==> config.mk <==
export PLATFORM = sky130hd
export DESIGN_NAME = arpc_queue
export DESIGN_NICKNAME = d
export VERILOG_FILES = /design/src/rtl/core/arpc_pkg.sv /design/src/rtl/core/arpc_queue.sv
export SDC_FILE = /design/constraint.sdc
export NUM_CORES = 1
export LEC_CHECK = 0
export BUFFER_PORTS_ARGS = -buffer_cell sky130_fd_sc_hd__buf_2
export CORE_MARGIN = 3
export CORE_UTILIZATION = 55
export DETAILED_ROUTE_END_ITERATION = 16
export GPL_TIMING_DRIVEN = 0
export PLACE_DENSITY = 0.92
export SYNTH_ARGS = -nofsm -noshare
export SYNTH_HDL_FRONTEND = slang
export SYNTH_SLANG_ARGS = --single-unit
==> constraint.sdc <==
create_clock -name aclk -period 16.9 [get_ports aclk]
set_input_delay 3.38 -clock aclk [delete_from_list [all_inputs] [get_ports aclk]]
set_output_delay 3.38 -clock aclk [all_outputs]
set_load 0.01 [all_outputs]
==> src/rtl/core/arpc_pkg.sv <==
// Package for the ARP cache and responder core: item types, status codes, constants.
// No dependencies.
`timescale 1ns / 1ps
`default_nettype none
package arpc_pkg;

    typedef enum logic [1:0] {
        KIND_PACKET = 2'd0,
        KIND_SWEEP  = 2'd1,
        KIND_LOOKUP = 2'd2,
        KIND_NONE   = 2'd3
    } kind_t;

    typedef enum logic [2:0] {
        ST_OK        = 3'd0,
        ST_SHORT     = 3'd1,
        ST_BAD_HW    = 3'd2,
        ST_BAD_PROTO = 3'd3,
        ST_BAD_LEN   = 3'd4,
        ST_NOT_US    = 3'd5
    } status_t;

    // Back-end sequencer states
    typedef enum logic [2:0] {
        B_IDLE, B_READ, B_CHECK, B_SWAP_RD, B_SWAP_WR, B_DONE
    } bstate_t;

    // Register indexes of the write port
    localparam logic [1:0] REG_OWN_IP   = 2'd0;
    localparam logic [1:0] REG_OWN_MAC  = 2'd1;
    localparam logic [1:0] REG_LIFETIME = 2'd2;

    localparam logic [15:0] MIN_FRAME_LEN = 16'd28;
    localparam logic [15:0] HW_ETHERNET   = 16'h0001;
    localparam logic [15:0] PROTO_IPV4    = 16'h0800;
    localparam logic [7:0]  HW_LEN        = 8'd6;
    localparam logic [7:0]  IPV4_ADDR_LEN = 8'd4;
    localparam logic [15:0] OP_REQUEST    = 16'h0001;
    localparam logic [31:0] LIFETIME_RST  = 32'd1000;

    // Classified item handed from the front to the back
    typedef struct packed {
        kind_t       kind;
        status_t     status;   // check result for packets
        logic        request;
        logic [63:0] now;
        logic [47:0] sender_mac;
        logic [31:0] sender_ip;
        logic [31:0] query_ip;
    } job_t;

    typedef struct packed {
        status_t     status;
        logic        entry_added;
        logic        reply_send;
        logic [47:0] reply_dest_mac;
        logic [31:0] reply_dest_ip;
        logic        lookup_hit;
        logic [47:0] lookup_mac;
        logic [5:0]  expired_count;
    } result_t;

endpackage
`default_nettype wire

==> src/rtl/core/arpc_queue.sv <==
// Two-entry queue between the front and back of the ARP core.
// Depends on arpc_pkg.
`timescale 1ns / 1ps
`default_nettype none
module arpc_queue
    import arpc_pkg::*;
(
    input  wire logic aclk,
    input  wire logic aresetn,
    input  wire job_t in_job,
    input  wire logic in_valid,
    output logic      in_ready,
    output job_t      out_job,
    output logic      out_valid,
    input  wire logic out_ready
);

    job_t       slot_reg [2];
    logic       wr_ptr_reg, rd_ptr_reg;
    logic [1:0] fill_reg;
    logic       push, pop;

    assign in_ready  = (fill_reg != 2'd2);
    assign out_valid = (fill_reg != 2'd0);
    assign out_job   = slot_reg[rd_ptr_reg];
    assign push      = in_valid && in_ready;
    assign pop       = out_valid && out_ready;

    // pointers and fill level
    always_ff @(posedge aclk) begin
        if (!aresetn) begin
            wr_ptr_reg <= 1'b0;
            rd_ptr_reg <= 1'b0;
            fill_reg   <= 2'd0;
        end else begin
            if (push) wr_ptr_reg <= ~wr_ptr_reg;
            if (pop)  rd_ptr_reg <= ~rd_ptr_reg;
            fill_reg <= fill_reg + {1'b0, push} - {1'b0, pop};
        end
    end

    // payload slots
    always_ff @(posedge aclk) begin
        if (push) slot_reg[wr_ptr_reg] <= in_job;
    end

endmodule
`default_nettype wire

# Word level (Yosys, flattened, before mapping)
# Memories as Yosys holds them, arrays and structs flattened. A register that Yosys moved wholly into a read port is not among the register bits.
# Cells that the tools add are included.
# Widths: inputs -> output; s select.
[word_totals]
mem_count = 1
inputBits = 186
output_inout_bits = 184
mem_bits_rw = 364
elab_cells = 16
ff_bits = 4
[mem_list]
columns = ["memory", "words", "word_bits", "read_ports", "rd_ports_with_merged_regs", "write_ports", "line_no", "source"]
rows = [
  ["slot_reg", 2, 182, 1, 1, 1, "arpc_queue.sv:18", "job_t slot_reg [2];"],
]
[classes]
reduce_logical = 3
n_addsub = 2
n_mux = 4
n_bitwise = 2
n_eq_ne = 1
[ops]
columns = ["op", "n"]
rows = [
  ["$mux 1", 4],
  ["$add 2x1->2", 1],
  ["$logic_and 1x1->1", 2],
  ["$ne 2x2->1 const B", 1],
  ["$not 1->1", 2],
  ["$reduce_bool 2->1", 1],
  ["$sub 2x1->2", 1],
]

# Longest topological paths before layout
# Gate-level depths: netlist (run 1).
[depth]
word_depth = 4
mapped_depth = 8
ltp_nobuf = 8

# Worst setup path after synthesis (run 1)
# OpenSTA, ideal clock, no wires.
[synth_path]
path_kind = "input port to flip-flop"
start = "input in_valid"
end = "memory slot_reg[0][0] (netlist bit), enable pin"
setup_ns = 0.727
required_ns = 16.173
arrival_time_ns = 11.024
stages = 2
path_slack_ns = 5.149
path_buffers = 0
path_cell_list = "nand2_1 -> nor2_1"
[synth_via]
elab_chain_len = 3
[synth_lines]
columns = ["element", "line_no", "source"]
rows = [
  ["start: declaration", "arpc_queue.sv:11", "input wire logic in_valid,"],
  ["$logic_and 1x1->1", "arpc_queue.sv:26", "assign push = in_valid && in_ready;"],
  ["$mux 1", "arpc_queue.sv:44", "if (push) slot_reg[wr_ptr_reg] <= in_job;"],
  ["$mux 1 (implied by the code)", "arpc_queue.sv:44", ""],
  ["end: declaration", "arpc_queue.sv:18", ""],
]
# Every way passes these cells.

==> results.py, run 1 <==
metrics = {
    "floorplan": {
        "dieArea_sq_mm": 0.0264,
        "core_area_sq_mm": 0.0238,
        "io_pins": 370,
        "initial_core_util": 0.568,
        "core.rowCount": 56,
        "fp.dieW_microns": 163,
        "fp.dieH_microns": 163,
    },
    "routing": {
        "routed_wl_mm": 28.3,
        "initialDrtViolationCount": 380,
        "drcViolationCount": 0,
        "firstDrtPassIters": 4,
        "vias": 6946,
        "wl_per_cell_microns": 21.0,
        "drt-vias-per-instance": 5.16,
        "drtAntennaViolNets": 0,
    },
    "global_routing": {
        "grt_use_total": 0.207,
        "grt_use_met3": 0.0626,
        "grt_busiest_layer": "met2",
        "grt_pass1_wl_mm": 41.7,
        "antenna_found_initial": 4,
        "gr-usage-met2": 0.388,
        "grt_pass1_vias": 7522,
        "use_met1": 0.224,
        "overflow": 0,
        "grt_start_max_net_pins": 69,
    },
    "synth": {
        "yosys.area.top_type_share": 0.811,
        "yosys_warnings": 0,
        "syn_avg_cell_area_sq_um": 22.9,
        "ys_types": 17,
        "synth.net_count": 778,
        "synth_cells": 590,
        "yosysSeqAreaShare": 0.818,
        "yosys.area.top_type": "edfxtp_1",
        "syn_area_sq_mm": 0.0135,
        "yosys_register_bits": 369,
        "yosys-top-cells-area": "edfxtp_1 (81%), mux2_2 (15%), clkbuf_8 (1.7%)",
    },
    "cts": {
        "clk_pin_slew_ns": 0.06,
        "cts_root_buffer": "clkbuf_16",
        "postCtsHoldBufs": 0,
        "clockBufferDepth": 3,
        "cts_resized": 0,
        "cts_max_level": 2,
        "cts_buffers": 37,
        "cts.sinks": 369,
        "cts_setup_buffers": 0,
        "cts_tree": "yes",
        "clkLatencyLatePin_ns": 0.49,
    },
    "setup_path": {
        "r2r_slack_ns": 14.54,
        "worstSetupPathType": "reg2out",
        "critPathRequiredTime_ns": 13.52,
        "crit_family": "buffers and inverters",
        "crit_path_top_delay_cell": "dfxtp_1",
        "cp_data_arrival_time_ns": 1.78,
        "worst-path-buf-inv": 3,
        "cp_cell_sequence": "buf_6 -> clkbuf_8 -> mux2_2 -> buf_2",
        "worstSetupStartpointType": "flip-flop",
        "crit_fanout": 10,
        "cpPeakStageDelay_ns": 0.36,
        "crit_path_end_kind": "output port",
    },
    "pwr": {
        "power_frac_clock": 0.285,
        "p_sw_frac": 0.263,
        "p_int_mw": 1.86,
        "ir_drop_mv": 0.131,
        "powerDensity_mw_per_mm2": 149,
        "p_leak_nw": 6.34,
        "seqPwrFrac": 0.467,
        "comb_power_share": 0.247,
        "p_switching_uw": 663,
    },
    "placement": {
        "place.gp.congestion": 0.767,
        "dp_hpwl_mm": 19.5,
        "port_buffers": 369,
    },
    "layout": {
        "syn2layout_area_growth_pct": 25.7,
        "finish.utilization": 0.714,
        "drive_above_1_share": 0.609,
        "final_nets": 1193,
        "largest_reg_flops": 364,
    },
    "sta": {
        "finalSetupViolCount": 0,
        "hold_viol_final": 0,
        "fin_setup_tns_ns": 0,
        "timing.final.crit_share": 0.305,
        "finalCriticalPeriod_ns": 5.16,
        "rsz0062_at_grt": "false",
        "worst_pin_slew_ns": 0.947,
        "skew_ns": 0.0106,
        "slew_headroom": 0.367,
        "fmax_mhz": 194,
        "finalMaxSlewViolations": 0,
    },
    "flow_run": {
        "drv_cap": 0,
    },
    "min_path": {
        "holdCritPathClass": "reg2reg",
    },
    "status": {
        "outcome": "finished, final reports clean",
    },
}
per-stage QoR:
| step | total power [mW] | setup slack, ns | hold WS [ns] | instances | cell area (sq um) |
|---|---|---|---|---|---|
| after global routing | 2.63 | 11.63 | 0.570 | 1347 | 17000 |
| after detailed placement | 1.82 | 11.63 | 0.530 | 1285 | 15900 |
| final | 2.52 | 11.74 | 0.533 | 1347 | 17000 |
| after floorplan | 1.60 | 5.15 | 0.455 | 590 | 13500 |
| after global placement | 1.83 | 1.38 | 0.464 | 1278 | 15700 |
| after CTS | 2.55 | 11.68 | 0.536 | 1345 | 16900 |
cells in the final DEF (no fill, tap or decap), drive strengths merged, types with 2 or more instances in the layout:
cell	instances
buf	379
edfxtp	364
mux2	182
clkbuf	64
clkinv	12
dfxtp	5
xnor2	3
diode	2
nand2b	2
nand2	2
nor2b	2
and2	2
ha	2
cell usage after synthesis:
library cell,count
edfxtp_1,364
mux2_2,182
clkbuf_8,17
dfxtp_1,5
buf_6,3
xnor2_1,3
and2_1,2
ha_1,2
nand2_1,2
nand2b_1,2
nor2b_1,2
and3_1,1
inv_1,1
mux2i_1,1
nor2_1,1
o21a_1,1
or2_2,1
final timing paths:
| check | endpoint | from | depth (start not counted) |
|---|---|---|---|
| min reg2reg | wr_ptr_reg$_SDFFE_PN0N_ | wr_ptr_reg$_SDFFE_PN0N_ | 2 |
| min | wr_ptr_reg$_SDFFE_PN0N_ | wr_ptr_reg$_SDFFE_PN0N_ | 2 |
| max reg2reg | slot_reg[0][37]$_DFFE_PP_ | fill_reg[0]$_SDFF_PN0_ | 5 |
| max | out_job[21] | flip-flop | 4 |
power groups by stage:
stage / sequential (mW) / clock [mW] / combinational, mW
6_report: 1.18 / 0.720 / 0.624
5_1_grt: 1.19 / 0.775 / 0.666
4_1_cts: 1.18 / 0.737 / 0.632
3_5_place_dp: 1.20 / 0 / 0.625
3_3_place_gp: 1.24 / 0 / 0.590
2_1_floorplan: 1.22 / 0 / 0.377
per-layer routing:
layer,routed length (microns),vias up
li1,-,3174
met1,9830,3397
met2,15300,308
met3,2300,63
met4,830,4
met5,14,-
cells by family after synthesis:
family                     after synthesis  synth area share
buffers and inverters                   21            0.0201
xor gates and xnor gates                 3           0.00195
and+or+nand+nor                         11           0.00455
muxes                                  183             0.153
AOI/OAI and AO/OA                        1          0.000557
adders and majority gates                2           0.00186
DFF                                    369             0.818
cell type report:
| class | count | area [sq um] |
|---|---|---|
| Fill cell | 1388 | 6800 |
| Multi-Input combinational cell | 200 | 2190 |
| Clock inverter | 13 | 86.3 |
| Sequential cell | 369 | 11000 |
| Timing Repair Buffer | 376 | 2000 |
| Tap cell | 319 | 399 |
| Inverter | 1 | 3.75 |
| Buffer | 20 | 268 |
| Clock buffer | 47 | 963 |
| Antenna cell | 2 | 5.00 |
worst register-to-register path, cell delays in order, from the launching register on:
cell,delay (ns)
dfxtp_1,0.38
nand2b_1,0.18
nand2_1,0.15
nor2_4,0.75
buf_12,0.30
buf_12,0.27
(Power assumes the default switching activity.)
==> inputs of run 2 (changes only) <==
ABC_AREA = 1   (was default)
CORE_UTILIZATION = 47   (was 55)
PLACE_DENSITY = 0.85   (was 0.92)
clock period = 4.4 ns   (was 16.9 ns; I/O delays follow)
==> run 2 against run 1 <==
Effect of this change: clock power increased to 4.4 times the previous value; non-clock buffer count increased by 3; critical endpoint is now out_job[2]; worst setup slack got worse by 10 ns; largest cell class unchanged; combinational power increased to 3.8 times the previous value; total power increased to 4.0 times the previous value; largest power group unchanged.
==> results.py, run 2 <==
metrics = {
    "routing": {
        "drt-vias-per-instance": 4.99,
        "initialDrtViolationCount": 414,
        "drtAntennaViolNets": 0,
        "firstDrtPassIters": 4,
        "wl_met2_mm": 15.6,
        "wl_met1_mm": 10.2,
        "route.met3.wl_mm": 2.04,
        "vias": 7149,
        "drcViolationCount": 0,
        "routed_wl_mm": 28.9,
        "top_layer": "met5",
        "wl_per_cell_microns": 20.2,
    },
    "cts": {
        "cts_setup_buffers": 0,
        "cts_resized": 0,
        "clockBufferDepth": 3,
        "cts_root_buffer": "clkbuf_16",
        "cts_tree": "yes",
        "postCtsHoldBufs": 0,
        "clk_pin_slew_ns": 0.05,
        "clkLatencyLatePin_ns": 0.51,
        "cts.sinks": 369,
        "cts_max_level": 2,
        "cts_buffers": 38,
    },
    "synth": {
        "synthTopCellsByCount": "edfxtp_1 (364), mux2_2 (182), clkbuf_8 (17)",
        "ys_types": 11,
        "synth-edff-count": 364,
        "synthArstFlopShare": 0,
        "yosys_warnings": 0,
        "synthFlopType": "edfxtp_1",
        "synth_cells": 602,
        "yosys-top-cells-area": "edfxtp_1 (81%), mux2_2 (15%), clkbuf_8 (1.7%)",
        "syn_area_sq_mm": 0.0135,
        "post-synth-top-count-cell": "edfxtp_1",
        "synth.net_count": 790,
        "yosys.area.top_type": "edfxtp_1",
        "syn_avg_cell_area_sq_um": 22.4,
        "yosys.area.top_type_share": 0.810,
        "yosys_register_bits": 369,
        "yosysSeqAreaShare": 0.818,
    },
    "placement": {
        "place_area_sq_mm": 0.0160,
        "place.gp.congestion": 0.751,
        "dp_hpwl_mm": 20.3,
        "port_buffers": 369,
    },
    "global_routing": {
        "grt_pass1_vias": 7666,
        "overflow": 0,
        "grt_use_total": 0.181,
        "grt_start_max_net_pins": 43,
        "grt_pass1_wl_mm": 42.8,
        "antenna_found_initial": 9,
    },
    "setup_path": {
        "cpPeakStageDelay_ns": 0.37,
        "reg2reg_depth": 7,
        "crit_path_end_kind": "output port",
        "crit_fanout": 10,
        "worst-path-buf-inv": 3,
        "timing.rr.end": "slot_reg[0][36]$_DFFE_PP_",
        "r2r_slack_ns": 2.07,
        "worstSetupStartpointType": "flip-flop",
        "cp_cell_sequence": "buf_6 -> clkbuf_8 -> mux2_2 -> buf_2",
        "cp_data_arrival_time_ns": 1.80,
        "r2r_start": "fill_reg[0]$_SDFF_PN0_",
        "crit_path_top_delay_cell": "mux2_2",
        "worstSetupPathType": "reg2out",
        "critPathRequiredTime_ns": 3.52,
        "crit_family": "buffers and inverters",
    },
    "sta": {
        "fin_setup_tns_ns": 0,
        "finalCriticalPeriod_ns": 2.68,
        "timing.final.crit_share": 0.609,
        "rsz0062_at_grt": "false",
        "hold_viol_final": 0,
        "skew_ns": 0.0148,
        "worst_hold_slack_ns": 0.530,
        "finalSetupViolCount": 0,
        "fmax_mhz": 373,
        "worst_pin_slew_ns": 0.715,
        "slew_headroom": 0.522,
        "finalMaxSlewViolations": 0,
    },
    "pwr": {
        "ir_drop_mv": 0.490,
        "power_mw": 10.1,
        "powerDensity_mw_per_mm2": 583,
        "p_leak_nw": 6.48,
    },
    "floorplan": {
        "core_area_sq_mm": 0.0280,
        "fp.dieW_microns": 175,
        "dieArea_sq_mm": 0.0308,
        "fp.dieH_microns": 175,
        "core.rowCount": 61,
        "initial_core_util": 0.482,
        "io_pins": 370,
    },
    "layout": {
        "finish.utilization": 0.617,
        "finalInstanceArea_sq_mm": 0.0173,
        "largest_reg_flops": 364,
        "final_nets": 1209,
        "final_cell_mix": "buf_2 (369), edfxtp_1 (364), mux2_2 (182)",
        "layout_commonest_cell": "buf_2",
        "drive_above_1_share": 0.606,
        "syn2layout_area_growth_pct": 28.2,
    },
    "flow_run": {
        "drv_cap": 0,
    },
    "min_path": {
        "hp-start": "rd_ptr_reg$_SDFFE_PN0P_",
        "holdCritPathClass": "reg2reg",
        "holdPathEnd": "rd_ptr_reg$_SDFFE_PN0P_",
        "whs_path_depth": 2,
    },
    "status": {
        "outcome": "finished, final reports clean",
    },
}
-- run 2: changes by cell type after synthesis, sizes merged, moves of 3 or more --
cell   delta
nand2     +7
inv       +6
nand3     +3
xnor2     -3
nor2      +7
-- run 2: routing by layer --
| layer | vias to the layer above | global-route usage |
|---|---|---|
| li1 | 3233 | - |
| met1 | 3548 | 0.202 |
| met2 | 284 | 0.328 |
| met3 | 78 | 0.0463 |
| met4 | 6 | 0.0751 |
| met5 | - | 0 |
-- run 2: area by class of cell --
cell class / count / area (sq um)
inverters: 7 / 30.0
multi-input cells: 206 / 2170
clock buffers: 54 / 1090
well taps: 378 / 473
fillers: 2008 / 10700
clock inverters: 15 / 156
repair buffers: 379 / 2050
flip-flops and latches: 369 / 11000
diodes: 6 / 15.0
plain buffers: 20 / 268
-- run 2: logic make-up after synthesis --
kind of cell,after synthesis,synth area share
mux,182,0.152
buf+inv,27,0.0218
fa+ha+maj,2,0.00185
simple gates,20,0.00584
compound gates,2,0.000742
flops,369,0.818
-- run 2: where the power goes --
group	leakage (nW)	switching [mW]	internal, mW
clock network	0.604	1.24	1.91
registers	3.44	0.115	4.44
logic	2.43	1.27	1.10
total	6.48	2.63	7.46
-- run 2: per-stage QoR --
| stage | setup WS [ns] | cells |
|---|---|---|
| finish | 1.72 | 1434 |
| floorplan | 0.291 | 602 |
| detailed placement | 1.59 | 1359 |
| global route | 1.64 | 1434 |
| CTS | 1.68 | 1428 |
| global placement | -1.39 | 1349 |
-- run 2: worst max path at each step --
stage,startpoint,end,slack (ns),cells after the start
after floorplan,in_valid,slot_reg[1][0]$_DFFE_PP_,0.29,2
after global placement,in_valid,slot_reg[1][122]$_DFFE_PP_,-1.39,3
after detailed placement,in_valid,slot_reg[0][128]$_DFFE_PP_,1.59,6
after CTS,flip-flop,out_job[39],1.68,4
after global routing,flip-flop,out_job[2],1.64,4
final,flip-flop,out_job[2],1.72,4
-- run 2: worst reg2reg max path, stage by stage (launching register included) --
cell and delay, ns:
dfxtp_1 0.37, inv_1 0.07, nand2_1 0.12, nand2_1 0.13, nor2_4 0.57, buf_12 0.28
buf_12 0.23, buf_12 0.23
